$ cat src/rtl/core/bpt_pkg.sv
// bpt_pkg: shared types, constants and the microprogram of the balance pid core
// used by bpt_cfg, bpt_seq, bpt_dp and balance_pid_with_tilt_cutoff_core
// no dependencies
package bpt_pkg;

  localparam int GAIN_W   = 24;
  localparam int ANGLE_W  = 16;
  localparam int LIMIT_W  = 15;
  localparam int ILIM_W   = 23;
  localparam int CIDX_W   = 3;
  localparam int CDATA_W  = 24;
  localparam int GAIN_SHIFT = 16;
  // error after feed-forward correction, integrator, accumulator, product
  localparam int ERR_W    = 18;
  localparam int DIFF_W   = 19;
  localparam int INTEG_W  = 24;
  localparam int Y_W      = 29;
  localparam int MA_W     = 25;
  localparam int PROD_W   = MA_W + DIFF_W;
  localparam int SH_W     = PROD_W - GAIN_SHIFT;
  localparam int STEP_W   = 4;

  // 0.015 as a q0.16 constant
  localparam logic [GAIN_W-1:0] FEED_FACTOR = 24'd983;

  // configuration register indexes
  localparam logic [CIDX_W-1:0] REG_KP             = 3'd0;
  localparam logic [CIDX_W-1:0] REG_KI             = 3'd1;
  localparam logic [CIDX_W-1:0] REG_KD             = 3'd2;
  localparam logic [CIDX_W-1:0] REG_TARGET_ANGLE   = 3'd3;
  localparam logic [CIDX_W-1:0] REG_INTEGRAL_LIMIT = 3'd4;
  localparam logic [CIDX_W-1:0] REG_OUTPUT_LIMIT   = 3'd5;
  localparam logic [CIDX_W-1:0] REG_TILT_LIMIT     = 3'd6;
  localparam logic [CIDX_W-1:0] REG_DEAD_BAND      = 3'd7;

  typedef logic [STEP_W-1:0] step_t;

  typedef enum logic [2:0] {
    ALU_NOP,
    ALU_ERR,
    ALU_FEED,
    ALU_INTEG,
    ALU_YKP,
    ALU_YKD,
    ALU_CLAMP,
    ALU_OUT
  } alu_op_t;

  typedef enum logic [2:0] {
    MUL_NONE,
    MUL_FEED,
    MUL_KI,
    MUL_KP,
    MUL_KD
  } mul_sel_t;

  typedef enum logic {
    COND_NEVER,
    COND_SMALL_DRIVE
  } cond_t;

  typedef enum logic {
    SEQ_IDLE,
    SEQ_RUN
  } seq_state_t;

  typedef struct packed {
    alu_op_t  alu;
    mul_sel_t mul;
    cond_t    cond;
    step_t    target;
    logic     done;
  } ucode_t;

  typedef struct packed {
    logic   load;
    logic   exec;
    ucode_t cw;
  } ctl_t;

  typedef struct packed {
    logic small_drive;
  } sts_t;

  typedef struct packed {
    logic [GAIN_W-1:0]         kp;
    logic [GAIN_W-1:0]         ki;
    logic [GAIN_W-1:0]         kd;
    logic signed [ANGLE_W-1:0] target_angle;
    logic [ILIM_W-1:0]         integral_limit;
    logic [LIMIT_W-1:0]        output_limit;
    logic [LIMIT_W-1:0]        tilt_limit;
    logic [LIMIT_W-1:0]        dead_band;
  } cfg_t;

  localparam step_t STEP_KI   = 4'd3;
  localparam step_t LAST_STEP = 4'd8;

  // microprogram: one control word per step
  function automatic ucode_t ucode(input step_t s);
    ucode_t w;
    w = '{alu: ALU_NOP, mul: MUL_NONE, cond: COND_NEVER, target: '0, done: 1'b0};
    case (s)
      4'd0: begin
        w.alu = ALU_ERR;
        w.mul = MUL_FEED;
      end
      4'd1: begin
        // keep the feed product in the register for the next step
        w.mul    = MUL_FEED;
        w.cond   = COND_SMALL_DRIVE;
        w.target = STEP_KI;
      end
      4'd2: begin
        w.alu = ALU_FEED;
      end
      4'd3: begin
        w.mul = MUL_KI;
      end
      4'd4: begin
        w.alu = ALU_INTEG;
        w.mul = MUL_KP;
      end
      4'd5: begin
        w.alu = ALU_YKP;
        w.mul = MUL_KD;
      end
      4'd6: begin
        w.alu = ALU_YKD;
      end
      4'd7: begin
        w.alu = ALU_CLAMP;
      end
      4'd8: begin
        w.alu  = ALU_OUT;
        w.done = 1'b1;
      end
      default: begin
        w.done = 1'b1;
      end
    endcase
    return w;
  endfunction

  function automatic logic signed [Y_W-1:0] clampsym(input logic signed [Y_W-1:0] x,
                                                      input logic [Y_W-1:0] lim);
    logic signed [Y_W-1:0] l;
    l = $signed(lim);
    if (x > l) return l;
    if (x < -l) return -l;
    return x;
  endfunction

endpackage

$ cat src/rtl/core/balance_pid_with_tilt_cutoff_core.sv
// balance_pid_with_tilt_cutoff_core: top level of the balance pid controller with tilt cut-off
// depends on bpt_pkg, bpt_cfg, bpt_seq, bpt_dp
//
//   channel  handshake               payload
//   in       in_valid / in_ready     pitch_angle
//   out      out_valid / out_ready   drive, tipped
//   cfg      cfg_valid / cfg_ready   cfg_index, cfg_data
//
// a sample runs the microprogram from transfer to the result register, skipping the feed
// step when the previous drive is within ten degrees; its steps share one multiplier
// one sample is in flight at a time; in_ready is high only while the sequencer is idle,
// so the next transfer comes at the earliest in the cycle after the result register loads
// a result waiting on out_ready holds the final step, earlier steps run on
// synchronous reset clears controller state and loads the register defaults
module balance_pid_with_tilt_cutoff_core #(
  parameter int ANGLE_FRAC_BITS = 8
) (
  input  logic                                clk,
  input  logic                                rst,
  input  logic                                in_valid,
  output logic                                in_ready,
  input  logic signed [bpt_pkg::ANGLE_W-1:0]  pitch_angle,
  output logic                                out_valid,
  input  logic                                out_ready,
  output logic signed [bpt_pkg::ANGLE_W-1:0]  drive,
  output logic                                tipped,
  input  logic                                cfg_valid,
  output logic                                cfg_ready,
  input  logic [bpt_pkg::CIDX_W-1:0]          cfg_index,
  input  logic [bpt_pkg::CDATA_W-1:0]         cfg_data
);

  bpt_pkg::cfg_t cfg;
  bpt_pkg::ctl_t ctl;
  bpt_pkg::sts_t sts;

  bpt_cfg u_cfg (
    .clk       (clk),
    .rst       (rst),
    .cfg_valid (cfg_valid),
    .cfg_ready (cfg_ready),
    .cfg_index (cfg_index),
    .cfg_data  (cfg_data),
    .cfg       (cfg)
  );

  bpt_seq u_seq (
    .clk       (clk),
    .rst       (rst),
    .in_valid  (in_valid),
    .in_ready  (in_ready),
    .out_valid (out_valid),
    .out_ready (out_ready),
    .sts       (sts),
    .ctl       (ctl)
  );

  bpt_dp #(
    .ANGLE_FRAC_BITS (ANGLE_FRAC_BITS)
  ) u_dp (
    .clk         (clk),
    .rst         (rst),
    .ctl         (ctl),
    .cfg         (cfg),
    .pitch_angle (pitch_angle),
    .sts         (sts),
    .drive       (drive),
    .tipped      (tipped)
  );

endmodule

$ cat src/rtl/core/bpt_cfg.sv
// bpt_cfg: configuration register file of the balance pid core
// depends on bpt_pkg
module bpt_cfg (
  input  logic                          clk,
  input  logic                          rst,
  input  logic                          cfg_valid,
  output logic                          cfg_ready,
  input  logic [bpt_pkg::CIDX_W-1:0]    cfg_index,
  input  logic [bpt_pkg::CDATA_W-1:0]   cfg_data,
  output bpt_pkg::cfg_t                 cfg
);

  assign cfg_ready = 1'b1;

  always_ff @(posedge clk) begin
    if (rst) begin
      cfg.kp             <= 24'd189923;
      cfg.ki             <= 24'd66;
      cfg.kd             <= 24'd353;
      cfg.target_angle   <= 16'sd256;
      cfg.integral_limit <= 23'd640000;
      cfg.output_limit   <= 15'd12800;
      cfg.tilt_limit     <= 15'd7680;
      cfg.dead_band      <= 15'd512;
    end else if (cfg_valid && cfg_ready) begin
      case (cfg_index)
        bpt_pkg::REG_KP:             cfg.kp             <= cfg_data;
        bpt_pkg::REG_KI:             cfg.ki             <= cfg_data;
        bpt_pkg::REG_KD:             cfg.kd             <= cfg_data;
        bpt_pkg::REG_TARGET_ANGLE:   cfg.target_angle   <= $signed(cfg_data[15:0]);
        bpt_pkg::REG_INTEGRAL_LIMIT: cfg.integral_limit <= cfg_data[22:0];
        bpt_pkg::REG_OUTPUT_LIMIT:   cfg.output_limit   <= cfg_data[14:0];
        bpt_pkg::REG_TILT_LIMIT:     cfg.tilt_limit     <= cfg_data[14:0];
        bpt_pkg::REG_DEAD_BAND:      cfg.dead_band      <= cfg_data[14:0];
        default: ;
      endcase
    end
  end

endmodule

$ cat src/rtl/core/bpt_seq.sv
// bpt_seq: microcode sequencer, step counter, jumps and output handshake
// depends on bpt_pkg
module bpt_seq (
  input  logic          clk,
  input  logic          rst,
  input  logic          in_valid,
  output logic          in_ready,
  output logic          out_valid,
  input  logic          out_ready,
  input  bpt_pkg::sts_t sts,
  output bpt_pkg::ctl_t ctl
);

  bpt_pkg::seq_state_t state, state_next;
  bpt_pkg::step_t      step, step_next;
  bpt_pkg::ucode_t     cw;
  logic                finish;

  assign cw = bpt_pkg::ucode(step);

  always_ff @(posedge clk) begin
    if (rst) begin
      state     <= bpt_pkg::SEQ_IDLE;
      step      <= '0;
      out_valid <= 1'b0;
    end else begin
      state <= state_next;
      step  <= step_next;
      if (finish) begin
        out_valid <= 1'b1;
      end else if (out_ready) begin
        out_valid <= 1'b0;
      end
    end
  end

  always_comb begin
    state_next = state;
    step_next  = step;
    finish     = 1'b0;
    in_ready   = (state == bpt_pkg::SEQ_IDLE);
    ctl.load   = 1'b0;
    ctl.exec   = 1'b0;
    ctl.cw     = cw;
    case (state)
      bpt_pkg::SEQ_IDLE: begin
        if (in_valid) begin
          ctl.load   = 1'b1;
          state_next = bpt_pkg::SEQ_RUN;
          step_next  = '0;
        end
      end
      bpt_pkg::SEQ_RUN: begin
        if (cw.done) begin
          // last step commits only when the output register is free
          if (!out_valid || out_ready) begin
            ctl.exec   = 1'b1;
            finish     = 1'b1;
            state_next = bpt_pkg::SEQ_IDLE;
          end
        end else begin
          ctl.exec = 1'b1;
          if (cw.cond == bpt_pkg::COND_SMALL_DRIVE && sts.small_drive) begin
            step_next = cw.target;
          end else begin
            step_next = step + 4'd1;
          end
        end
      end
      default: begin
        state_next = bpt_pkg::SEQ_IDLE;
      end
    endcase
  end

  a_finish_shows: assert property (@(posedge clk) disable iff (rst)
    finish |=> out_valid)
    else $error("result not presented after final step");

  a_load_starts: assert property (@(posedge clk) disable iff (rst)
    (in_valid && in_ready) |=> (state == bpt_pkg::SEQ_RUN && step == '0))
    else $error("accepted sample did not start the program");

  a_step_range: assert property (@(posedge clk) disable iff (rst)
    (state == bpt_pkg::SEQ_RUN) |-> (step <= bpt_pkg::LAST_STEP))
    else $error("step counter ran past the program");

endmodule

$ cat src/rtl/core/bpt_dp.sv
// bpt_dp: datapath with the shared gain multiplier, controller state and result registers
// depends on bpt_pkg
module bpt_dp #(
  parameter int ANGLE_FRAC_BITS = 8
) (
  input  logic                                clk,
  input  logic                                rst,
  input  bpt_pkg::ctl_t                       ctl,
  input  bpt_pkg::cfg_t                       cfg,
  input  logic signed [bpt_pkg::ANGLE_W-1:0]  pitch_angle,
  output bpt_pkg::sts_t                       sts,
  output logic signed [bpt_pkg::ANGLE_W-1:0]  drive,
  output logic                                tipped
);

  localparam int Ten = 10 << ANGLE_FRAC_BITS;

  logic signed [bpt_pkg::ANGLE_W-1:0]  p;
  logic signed [bpt_pkg::ERR_W-1:0]    e;
  logic signed [bpt_pkg::ERR_W-1:0]    prev_e;
  logic signed [bpt_pkg::ANGLE_W-1:0]  prev_drive;
  logic signed [bpt_pkg::INTEG_W-1:0]  integ;
  logic signed [bpt_pkg::Y_W-1:0]      y;
  logic signed [bpt_pkg::PROD_W-1:0]   prod;
  logic                                tip;

  logic signed [bpt_pkg::MA_W-1:0]     mul_a;
  logic signed [bpt_pkg::DIFF_W-1:0]   mul_b;
  logic signed [bpt_pkg::SH_W-1:0]     prod_sh;
  logic signed [31:0]                  drive_ext;
  logic signed [bpt_pkg::Y_W-1:0]      ilim;
  logic signed [bpt_pkg::Y_W-1:0]      integ_sum;
  logic signed [bpt_pkg::ANGLE_W:0]    tl;
  logic signed [bpt_pkg::INTEG_W:0]    y_narrow;
  logic signed [bpt_pkg::INTEG_W:0]    band_hi;
  logic signed [bpt_pkg::INTEG_W:0]    band_lo;
  logic signed [bpt_pkg::INTEG_W:0]    y_gated;
  logic signed [bpt_pkg::Y_W-1:0]      y_final;
  logic signed [bpt_pkg::ANGLE_W-1:0]  drive_d;

  // feed-forward correction only beyond ten degrees of previous drive
  assign drive_ext       = 32'(prev_drive);
  assign sts.small_drive = !(drive_ext > Ten || drive_ext < -Ten);

  // arithmetic shift of the product by the gain fraction
  assign prod_sh = prod[bpt_pkg::PROD_W-1:bpt_pkg::GAIN_SHIFT];

  always_comb begin
    case (ctl.cw.mul)
      bpt_pkg::MUL_FEED: begin
        mul_a = $signed({1'b0, bpt_pkg::FEED_FACTOR});
        mul_b = bpt_pkg::DIFF_W'(prev_drive);
      end
      bpt_pkg::MUL_KI: begin
        mul_a = $signed({1'b0, cfg.ki});
        mul_b = bpt_pkg::DIFF_W'(e);
      end
      bpt_pkg::MUL_KP: begin
        mul_a = $signed({1'b0, cfg.kp});
        mul_b = bpt_pkg::DIFF_W'(e);
      end
      bpt_pkg::MUL_KD: begin
        mul_a = $signed({1'b0, cfg.kd});
        mul_b = bpt_pkg::DIFF_W'(e) - bpt_pkg::DIFF_W'(prev_e);
      end
      default: begin
        mul_a = '0;
        mul_b = '0;
      end
    endcase
  end

  assign ilim      = $signed({{(bpt_pkg::Y_W - bpt_pkg::ILIM_W){1'b0}}, cfg.integral_limit});
  assign integ_sum = bpt_pkg::Y_W'(integ) + bpt_pkg::Y_W'(prod_sh);
  assign tl        = $signed({2'b00, cfg.tilt_limit});

  // dead band is compared against the output itself, not the pitch
  assign y_narrow = y[bpt_pkg::INTEG_W:0];
  assign band_hi  = (bpt_pkg::INTEG_W + 1)'(cfg.target_angle)
                    + $signed({10'd0, cfg.dead_band});
  assign band_lo  = (bpt_pkg::INTEG_W + 1)'(cfg.target_angle)
                    - $signed({10'd0, cfg.dead_band});
  assign y_gated  = ((y_narrow < band_hi && y_narrow > band_lo) || tip) ? '0 : y_narrow;
  assign y_final  = bpt_pkg::clampsym(bpt_pkg::Y_W'(y_gated),
                      {{(bpt_pkg::Y_W - bpt_pkg::LIMIT_W){1'b0}}, cfg.output_limit});
  assign drive_d  = y_final[bpt_pkg::ANGLE_W-1:0];

  always_ff @(posedge clk) begin
    if (rst) begin
      integ      <= '0;
      prev_e     <= '0;
      prev_drive <= '0;
    end else if (ctl.exec) begin
      case (ctl.cw.alu)
        bpt_pkg::ALU_INTEG: integ <= bpt_pkg::INTEG_W'(bpt_pkg::clampsym(integ_sum,
                                       {{(bpt_pkg::Y_W - bpt_pkg::ILIM_W){1'b0}},
                                        cfg.integral_limit}));
        bpt_pkg::ALU_YKD:   prev_e <= e;
        bpt_pkg::ALU_OUT: begin
          prev_drive <= drive_d;
          if (tip) begin
            integ <= '0;
          end
        end
        default: ;
      endcase
    end
  end

  always_ff @(posedge clk) begin
    if (ctl.load) begin
      p <= pitch_angle;
    end
    if (ctl.exec) begin
      prod <= mul_a * mul_b;
      case (ctl.cw.alu)
        bpt_pkg::ALU_ERR: begin
          e   <= bpt_pkg::ERR_W'(p) - bpt_pkg::ERR_W'(cfg.target_angle);
          tip <= ((bpt_pkg::ANGLE_W + 1)'(p) > tl) || ((bpt_pkg::ANGLE_W + 1)'(p) < -tl);
        end
        bpt_pkg::ALU_FEED:  e <= e + $signed(prod[bpt_pkg::GAIN_SHIFT+bpt_pkg::ERR_W-1:
                                                   bpt_pkg::GAIN_SHIFT]);
        bpt_pkg::ALU_YKP:   y <= bpt_pkg::Y_W'(prod_sh) + bpt_pkg::Y_W'(integ);
        bpt_pkg::ALU_YKD:   y <= y + bpt_pkg::Y_W'(prod_sh);
        bpt_pkg::ALU_CLAMP: y <= bpt_pkg::clampsym(y, ilim);
        bpt_pkg::ALU_OUT: begin
          drive  <= drive_d;
          tipped <= tip;
        end
        default: ;
      endcase
    end
  end

endmodule

$ cat config.mk
export PLATFORM = sky130hd
export DESIGN_NAME = balance_pid_with_tilt_cutoff_core
export DESIGN_NICKNAME = d
export VERILOG_FILES = /design/src/rtl/core/bpt_pkg.sv /design/src/rtl/core/balance_pid_with_tilt_cutoff_core.sv /design/src/rtl/core/bpt_cfg.sv /design/src/rtl/core/bpt_seq.sv /design/src/rtl/core/bpt_dp.sv
export SDC_FILE = /design/constraint.sdc
export NUM_CORES = 2
export LEC_CHECK = 0
export BUFFER_PORTS_ARGS = -buffer_cell sky130_fd_sc_hd__buf_4
export CORE_UTILIZATION = 60
export DETAILED_ROUTE_END_ITERATION = 12
export PLACE_DENSITY = 0.77
export SLEW_MARGIN = 20
export SYNTH_ARGS = -nofsm -noshare
export SYNTH_HDL_FRONTEND = slang
export SYNTH_HIERARCHICAL = 1
export SYNTH_SLANG_ARGS = --single-unit
$ cat constraint.sdc
create_clock -name clk -period 17.4 [get_ports clk]
set_clock_uncertainty 0.1 [all_clocks]
set_input_delay 3.48 -clock clk [delete_from_list [all_inputs] [get_ports clk]]
set_output_delay 3.48 -clock clk [all_outputs]
set_load 0.005 [all_outputs]
==> flow_results.org <==
** Critical path
- Setup slack on the worst reg-to-reg path comes out at roughly 6600 ps.
- In this design, the largest share of critical-path delay is due to adder cells.
- R2r startpoint :: u_seq/step[1]$_SDFFE_PP0P_
- On the worst path, the slowest cell contributes a delay of 940 ps.
- STA puts the critical path data required time at 17,600 ps.
- In this run the number of cells on the critical path is 31.
- STA classifies the critical path startpoint as a flip-flop.
- The most numerous cell type found on the critical path is fa_1.
- The number of buffers and inverters on the critical path is 5.
- Worst reg2reg path depth :: 31
- CP max FO :: 33
- Critical path startpoint :: u_seq/step[1]$_SDFFE_PP0P_
- Crit-path slowest cell :: o21ai_2
- STA classifies the critical path endpoint as a flip-flop.
- In this run the critical register-to-register path is captured at u_dp/prod[43]$_DFFE_PP_.
- Crit Path Class :: flip-flop to flip-flop
- At the worst endpoint, the arrival time is 11,050 ps.
- In this run the worst setup path terminates at u_dp/prod[43]$_DFFE_PP_.

** Routing
- ANT nets after route :: 0
- Routed WL per cell :: ~22 um
- The routed design has 128,000 um of wire.
- Violation count after the first detailed-route iteration :: 3,451
- The detailed router placed 35,200 vias in this run.
- DRC violations left :: 0
- Before antenna repair, the detailed router went through 6 iterations.
- Average via count per standard cell :: around 6.1

** Die
- Initial core utilization :: 60.6%
- Number of ports placed on the die boundary :: ~70
- The region available for standard cell placement spans 68,600 sq um.
- After floorplanning, the core was divided into between 90 and 100 placement rows.
- From left edge to right edge, the die measures about 270 um.
- Height of the chip :: ~270 um
- The die covers 70,300 sq um.

** GRT
- Via count of the first global-routing pass :: 34,300
- Final global-route overflow total :: 0
- Pin count of the biggest net entering global routing :: 87
- Antenna violations before repair :: 2
- Wire length of the first global-routing pass :: slightly below 200,000 um
- In the global route stage, overall resource usage came out at 36.5%.

** STA
- The total count of max-transition violations in the final report came to 0.
- Post-layout min period :: 10,840 ps
- Max Clk Rate :: 0.0922 GHz
- RSZ-0062 raised after global routing :: no
- Final critical-path share of the clock period :: 62.3%
- Final Hold Vio Count :: 0
- Headroom to the max-slew limit came out at 24.3%.
- In the final timing run, aggregate negative setup slack is 0 ps.
- Actual transition at the worst max-transition pin :: 1140 ps
- Setup violations remaining at the end of the flow were counted as 0.

** Pwr
- Combinational share of power :: 22.8%
- Of the total power, the clock network draws 38.9%.
- Net switching is 31.6% of the power.
- Maximum VDD drop :: between 0.07 and 0.08 mV
- Dividing total power by cell area gives a power density of 50.4 nW/um^2.
- After layout, the design draws a total of 2.23 mW.
- Internal power comes to 1.53 mW.
- Registers are responsible for 38.3% of the overall power.
- In this run the power spent charging and discharging nets is 0.706 mW.
- In this run the static leakage power is 20.9 nW.

** Final layout
- The library cell used most frequently in the layout, excluding fill and tap cells, is inv_1.
- Nets@finish :: approximately 5,700
- In the layout the commonest cells are inv_1, nand2_1, ha_1.
- Of the cells placed in the final design, the portion with a size suffix greater than 1 is about 5.3%.
- The filler cells instantiated in the layout total 5,782.
- Growth of design area from synthesis to finish :: 6.76%

** Clocking
- TritonCTS built the clock tree.
- Clock root buffer :: clkbuf_16
- Clk Latency, worst-skew pair :: 580 ps
- Clock tree synthesis inserted a total of 39 buffers.
- Resize count post-CTS :: 0
- For this design, the sink count on the clock tree is 329.
- Total of hold buffers inserted after clock tree synthesis :: 0
- Clock-pin slew of the registers on the worst-case setup and hold paths :: about 60 ps
- CTS built an H-tree with a depth of 2.
- Post-CTS setup buffers :: 0
- The longest clock path from root to sink contains 3 buffers.

** Logic synthesis
- Cell area after synthesis :: 41,500 sq um
- Syn_nets :: 5,770
- Number of warnings reported in the yosys synthesis log :: 6
- Synthesis produced a netlist whose cell count is 4,807.
- A synthesized cell averages 8.64 sq um.

** Flow run
- Max capacitance violation total :: 0

** Place
- The congestion estimate from routability-driven global placement came to 1.04.
- Half-perimeter wire length after detailed placement :: 102,000 um
- Port Buf Inserts :: 66

** Run status
- The run finished with clean final reports.

** Min path
- Worst hold path type :: flip-flop to flip-flop
-- power by group through the flow --
stage | registers (mW) | logic (mW) | clock network, mW
floorplan | 0.849 | 0.360 | 0
global placement | 0.869 | 0.486 | 0
detailed placement | 0.869 | 0.493 | 0
CTS | 0.853 | 0.498 | 0.879
global route | 0.855 | 0.555 | 0.913
finish | 0.855 | 0.509 | 0.869
-- cell type report --
| cell class | count | area [sq um] | share of cell area [%] |
|---|---|---|---|
| Sequential cell | 329 | 7680 | 17.3 |
| Tap cell | 931 | 1160 | 2.63 |
| Clock inverter | 17 | 216 | 0.488 |
| Inverter | 586 | 2200 | 4.96 |
| Antenna cell | 1 | 2.50 | 0.00564 |
| Clock buffer | 55 | 1150 | 2.59 |
| Multi-Input combinational cell | 3693 | 30900 | 69.8 |
| Timing Repair Buffer | 131 | 987 | 2.23 |
-- routing by layer --
layer  routed length, um  track usage (%)
met2               57500             58.4
met1               50600             46.8
met3               12100             7.28
met5                  11                0
met4                7920             19.3
-- state kept, by name, summed over array words and instances, names as in the netlist --
register / cells
u_dp/drive: 16
u_seq/state: 1
u_dp/prev_drive: 16
u_seq/out_valid: 1
u_dp/e: 18
u_dp/tip: 1
u_dp/integ: 24
u_dp/tipped: 1
u_cfg/cfg: 156
u_seq/step: 4
u_dp/prod: 28
u_dp/y: 29
u_dp/p: 16
u_dp/prev_e: 18
-- worst register-to-register path: cells and delay by family, from the launching register on --
kind            cells  cell delay [ps]
buf+inv             5              700
flops               1              350
xor+xnor            1              150
compound gates     12             3630
simple gates        4             1430
fa+ha+maj           9             4230
-- stage by stage --
stage               area (sq um)  utilization [%]  hold slack (ps)  instances  setup WS, ps
floorplan                  41500                -              330       4807          7830
global placement           43000             62.6              344       5670          6990
detailed placement         43000             62.6              348       5670          6760
CTS                        44300             64.6              355       5742          6640
global route               44300             64.6              373       5742          5970
finish                     44300             64.6              356       5743          6560
-- worst min-delay path by stage --
stage / from / to / slack, ps / depth (start not counted)
finish: u_dp/prev_e[9]$_SDFFE_PP0P_ / u_dp/prev_e[9]$_SDFFE_PP0P_ / 360 / 2
global route: u_dp/prev_e[6]$_SDFFE_PP0P_ / u_dp/prev_e[6]$_SDFFE_PP0P_ / 370 / 2
CTS: u_dp/prev_e[6]$_SDFFE_PP0P_ / u_dp/prev_e[6]$_SDFFE_PP0P_ / 360 / 2
detailed placement: u_dp/prev_e[6]$_SDFFE_PP0P_ / u_dp/prev_e[6]$_SDFFE_PP0P_ / 350 / 2
global placement: u_dp/prev_e[2]$_SDFFE_PP0P_ / u_dp/prev_e[2]$_SDFFE_PP0P_ / 340 / 2
floorplan: u_dp/integ[18]$_SDFFE_PP0P_ / u_dp/integ[18]$_SDFFE_PP0P_ / 330 / 2
Note: power is estimated with default switching activity, not from simulation.
